**src/hw/rtl/grn_pkg.sv**
```systemverilog
// Shared types, constants and arithmetic helpers for the gated RMS normalizer.
package grn_pkg;

  localparam int SUM_W   = 44;
  localparam int SCALE_W = 24;
  localparam int EPS_W   = 24;
  localparam int DVS_W   = 31;

  localparam logic [EPS_W-1:0]   EPS_RESET = 24'd17;
  localparam logic [SCALE_W-1:0] SCALE_MAX = 24'hFFFFFF;

  localparam logic OP_ACCUM = 1'b0;
  localparam logic OP_APPLY = 1'b1;

  typedef struct packed {
    logic               opcode;
    logic signed [15:0] sample;
    logic signed [15:0] gate_value;
    logic signed [15:0] gain;
    logic               last;
  } grn_in_t;

  typedef struct packed {
    logic signed [15:0] result;
    logic               end_of_row;
    logic               clipped;
  } grn_out_t;

  // Word as held in the queue between the front and the back.
  typedef struct packed {
    logic               is_apply;
    logic               last;
    logic signed [15:0] sample;
    logic signed [15:0] gate_value;
    logic signed [15:0] gain;
  } grn_item_t;

  typedef struct packed {
    logic               done;
    logic [SCALE_W-1:0] scale;
    logic               clipped;
  } grn_rsq_rsp_t;

  // Piecewise-linear sigmoid in Q.12, mirrored for negative inputs.
  function automatic logic [12:0] sigmoid_q12(input logic signed [15:0] g);
    logic [15:0] a;
    logic [12:0] s;
    a = g[15] ? 16'(-g) : 16'(g);
    if (a >= 16'd20480) begin
      s = 13'd4096;
    end else if (a >= 16'd9728) begin
      s = 13'(a >> 5) + 13'd3456;
    end else if (a >= 16'd4096) begin
      s = 13'(a >> 3) + 13'd2560;
    end else begin
      s = 13'(a >> 2) + 13'd2048;
    end
    return g[15] ? 13'd4096 - s : s;
  endfunction

  // Rounds v / 2^s to nearest with ties away from zero.
  function automatic logic signed [63:0] round_shift(input logic signed [63:0] v,
                                                     input int s);
    logic [63:0] mag;
    logic [63:0] r;
    mag = v[63] ? 64'(-v) : 64'(v);
    r = (mag + (64'd1 << (s - 1))) >> s;
    return v[63] ? -$signed(r) : $signed(r);
  endfunction

endpackage

```
**src/hw/rtl/grn_front.sv**
```systemverilog
// Front end: accepts input words, classifies them and queues them for the back end.
module grn_front (
  input  logic               clk,
  input  logic               rst_n,
  input  logic               in_valid,
  output logic               in_stall,
  input  grn_pkg::grn_in_t   in_data,
  output logic               q_valid,
  output grn_pkg::grn_item_t q_item,
  input  logic               q_pop
);

  grn_pkg::grn_item_t mem_r [2];
  logic       wr_ptr_r, wr_ptr_nxt;
  logic       rd_ptr_r, rd_ptr_nxt;
  logic [1:0] fill_r, fill_nxt;
  logic       push;
  logic       pop;
  grn_pkg::grn_item_t item;

  assign in_stall = (fill_r == 2'd2);
  assign push     = in_valid && !in_stall;
  assign q_valid  = (fill_r != 2'd0);
  assign pop      = q_pop && q_valid;
  assign q_item   = mem_r[rd_ptr_r];

  always_comb begin
    item.is_apply   = (in_data.opcode == grn_pkg::OP_APPLY);
    item.last       = in_data.last;
    item.sample     = in_data.sample;
    item.gate_value = in_data.gate_value;
    item.gain       = in_data.gain;
  end

  always_comb begin
    wr_ptr_nxt = push ? !wr_ptr_r : wr_ptr_r;
    rd_ptr_nxt = pop ? !rd_ptr_r : rd_ptr_r;
    fill_nxt   = fill_r + 2'(push) - 2'(pop);
  end

  always_ff @(posedge clk) begin
    if (!rst_n) begin
      wr_ptr_r <= 1'b0;
      rd_ptr_r <= 1'b0;
      fill_r   <= 2'd0;
    end else begin
      wr_ptr_r <= wr_ptr_nxt;
      rd_ptr_r <= rd_ptr_nxt;
      fill_r   <= fill_nxt;
    end
  end

  always_ff @(posedge clk) begin
    if (push) begin
      mem_r[wr_ptr_r] <= item;
    end
  end

endmodule

```
**config.mk**
```make
export PLATFORM = sky130hd
export DESIGN_NAME = grn_front
export DESIGN_NICKNAME = d
export VERILOG_FILES = /design/src/hw/rtl/grn_pkg.sv /design/src/hw/rtl/grn_front.sv
export SDC_FILE = /design/constraint.sdc
export NUM_CORES = 1
export LEC_CHECK = 0
export BUFFER_PORTS_ARGS = -buffer_cell sky130_fd_sc_hd__buf_2
export CAP_MARGIN = 5
export CORE_ASPECT_RATIO = 0.9
export CORE_MARGIN = 1
export CORE_UTILIZATION = 30
export DETAILED_ROUTE_END_ITERATION = 7
export PLACE_DENSITY = 0.58
export SLEW_MARGIN = 25
export SYNTH_ARGS = -nofsm -noshare
export SYNTH_HDL_FRONTEND = slang
export SYNTH_SLANG_ARGS = --single-unit
```
**constraint.sdc**
```tcl
create_clock -name clk -period 4 [get_ports clk]
set_input_delay 0.8 -clock clk [delete_from_list [all_inputs] [get_ports clk]]
set_output_delay 0.8 -clock clk [all_outputs]
set_load 0.01 [all_outputs]
```
==> results.md <==
* Number of cells upsized or downsized after cts at 0
* Outcome: complete, no violations
* Number of clock sinks at 105
* Cells taking the most area after synthesis: edfxtp_1 (73%), mux2_4 (18%), buf_12 (2.4%)
* Yosys warns at 0
* Transition time at the pin with the least slew margin at 0.983 ns
* Post-Syn Nets at 238
* Width of the die at between 100 and 150 um
* Sequence of cells on the critical path: mux2_4 > buf_2
* Boundary Pins at 106
* Internal power at around 2.2 mW
* Number of fill cells at 1237
* Setup violators final at 0
* Die area at 0.0141 sq mm
* Floorplan Core Area at 0.0134 sq mm
* Post CTS Setup Buffer Count at 0
* Port Buffers at 105
* Area added between synthesis and finish at 22.5%
* Largest vdd supply drop at 0.000315 V
* Number of routed nets with antenna violations at 0
* Final weighted congestion in routability-driven placement at 0.672
* Placed inst area at about 0.0048 sq mm
* Antenna violations before repair at 0
* Switching share of power at 26.1%
* Combinational share of power at between 20% and 30%
* Detailed-route vias per instance at about 4.1
* Via count of the first global-routing pass at 1942
* Kind of end point of the critical path: primary output
* Hold violation count in the final report at 0
* Max stage delay on crit path at between 0.9 and 1 ns
* Routed length per instance at ~14 um
* Unique masters post-synth at 17
* Starting density of the core at around 31%
* Most used flip-flop cell after synthesis: edfxtp_1
* Fraction of layout cells with a size suffix above 1 at 57.5%
* Clock root buffer: clkbuf_16
* Routed vias at just under 2000
* Worst-path clk slew at 0.06 ns
* Area taken by multi-input logic gates at 882 sq um
* Library cell with the highest instance count after synthesis: edfxtp_1
* Area occupied by registers at 0.00311 sq mm
* Final clock skew at 0.00713 ns
* Detailed Routing Iterations Pass 1 at 8
* Final clock period utilization by the worst path at 67.2%
* Highest fanout seen on the critical path at 50
* Clock tree from TritonCTS: built
* PwrDens at 602 mW/mm^2
* Number of core rows at 40
* Proportion of netlist area held by the largest area contributor at around 73%
* Diodes inserted at 0
* Launch instance of the worst min-delay path: rd_ptr_r$_SDFFE_PN0P_
* RSZ-0062 raised after global routing: false
* Cell Area, Synth at around 0.0041 sq mm
* Post-synth top cells: edfxtp_1 (100), mux2_4 (50), buf_12 (5), dfxtp_1 (5), nor2_1 (4)
* Final instance area at 0.00502 sq mm
* Remaining design rule violation count at 0
* Share of synthesized area occupied by flip-flops and latches at roughly three quarters
* Total CTS buffers at 9
* Portion of total power attributed to sequential cells at 50.1%
* Number of enable flip-flop cells after synthesis at 100
* Wire length of the first global-routing pass at 10200 um
* Clock network fraction of total power at 25.6%
* Height of the die at 113 um
* Tightest slew margin relative to the limit at 34.5%
* Kind of path behind the tightest hold check: flop to flop
* Final sum of negative setup slack at 0 ns
* Number of violations of the max-capacitance limit at 0
* All-Layer GR Usage at 10.0%
* Critical Path RT at 3.20 ns
* WL final at 6550 um
* Worst setup path category: flop to primary output
* CP arrival at 1.89 ns
* Clk Latency, worst-skew pair at ~0.35 ns
* Pin count of the biggest net entering global routing at 51
* Nature of the critical path startpoint: flop
* Initial DRC Count at 83
* Post-layout minimum cycle time at 2.69 ns
* Aggregate global routing overflow at 0
* Mean instance size in the synthesized netlist at 22.5 sq um
* Library cell with the largest summed area after synthesis: edfxtp_1
* Share of synthesized flip-flops with an asynchronous set or reset at 0%
* Static leakage at 1.97 nW
* Maximum clock path buffer count at 2
* Number of levels the H-tree was split into at 3
* Gate count of the mapped netlist at 182
* Number of hold buffers added after cts at 0
* Number of nets in the layout at 350
* Final standard cell utilization of the core at 37.6%
* Worst reg2reg startpoint: fill_r[0]$_SDFF_PN0_
* Total half-perimeter wirelength after legalization and detailed placement at 4310 um
* Net switching power at a little under 0.8 mW
* Total count of max-transition violations in the final report at 0
* Total of flip-flops plus latches after synthesis at ~110
* F_max at 0.372 GHz
* Worst path slowest cell: dfxtp_4
[state kept, by name, indices dropped and copies added, names as in the netlist, named ones only]
| register | flops |
|---|---|
| fill_r | 2 |
| mem_r | 100 |
| rd_ptr_r | 1 |
| wr_ptr_r | 1 |
[cell usage in the layout, fill, tap and decap left out, types with 2 or more instances in the layout]
| cell type | n |
|---|---|
| buf_2 | 105 |
| clkbuf_1 | 4 |
| clkbuf_16 | 9 |
| dfxtp_1 | 4 |
| edfxtp_1 | 100 |
| ha_1 | 2 |
| inv_1 | 3 |
| mux2_4 | 50 |
| nand2_1 | 2 |
| nand2b_1 | 2 |
| nor2_1 | 3 |
| xnor2_1 | 2 |
[layout make-up]
| type | instances | area share, % |
|---|---|---|
| inverters | 3 | 0.224 |
| clock buffers | 13 | 4.78 |
| well taps | 168 | 4.19 |
| repair buffers | 107 | 11.0 |
| multi-input cells | 68 | 17.6 |
| flip-flops and latches | 105 | 61.9 |
| clock inverters | 3 | 0.349 |
[final timing paths]
check,end,slack (ns),cells after the start
max,q_item[39],1.31,2
min,rd_ptr_r$_SDFFE_PN0P_,0.52,2
max reg2reg,mem_r[1][34]$_DFFE_PP_,2.00,3
min reg2reg,rd_ptr_r$_SDFFE_PN0P_,0.52,2
[worst max-delay path: cells and delay by family, from the launching register on]
kind / cells / cell delay, ns
flip-flops: 1 / 0.93
multiplexers: 1 / 0.37
buffers and inverters: 1 / 0.14
[kinds of logic (layout without fill, tap and decap cells)]
family          count (synthesis)  in the layout  synth area share (%)
compound gates                  1              1                 0.183
xor+xnor                        3              3                 0.641
fa+ha+maj                       2              2                 0.610
buf+inv                         9            126                  2.99
flops                         105            105                  75.7
mux                            51             51                  18.6
simple gates                   11             11                  1.31
[power groups by stage]
stage	sequential, mW	clock (mW)	combinational [mW]
6_report	1.52	0.775	0.733
5_1_grt	1.54	0.854	0.792
4_1_cts	1.52	0.808	0.754
3_5_place_dp	1.55	0	0.751
3_3_place_gp	1.54	0	0.747
2_1_floorplan	1.44	0	0.638
[metal layers]
metal / up-vias / global-route usage [%] / share of wire (%)
met1: 936 / 11.2 / 42
met3: 10 / 5.39 / 6.9
li1: 927 / - / -
met2: 63 / 15.8 / 49
met5: - / 0 / 0
met4: 0 / 4.63 / 1.7
[per-stage QoR]
stage / hold WS (ns) / setup slack (ns) / instances / total power [mW]
floorplan: 0.455 / 0.551 / 182 / 2.08
global placement: 0.494 / 1.61 / 451 / 2.29
detailed placement: 0.505 / 1.56 / 451 / 2.30
CTS: 0.521 / 1.28 / 467 / 3.09
global route: 0.578 / 1.23 / 467 / 3.19
finish: 0.516 / 1.31 / 467 / 3.02
Note: power is estimated with default switching activity, not from simulation.
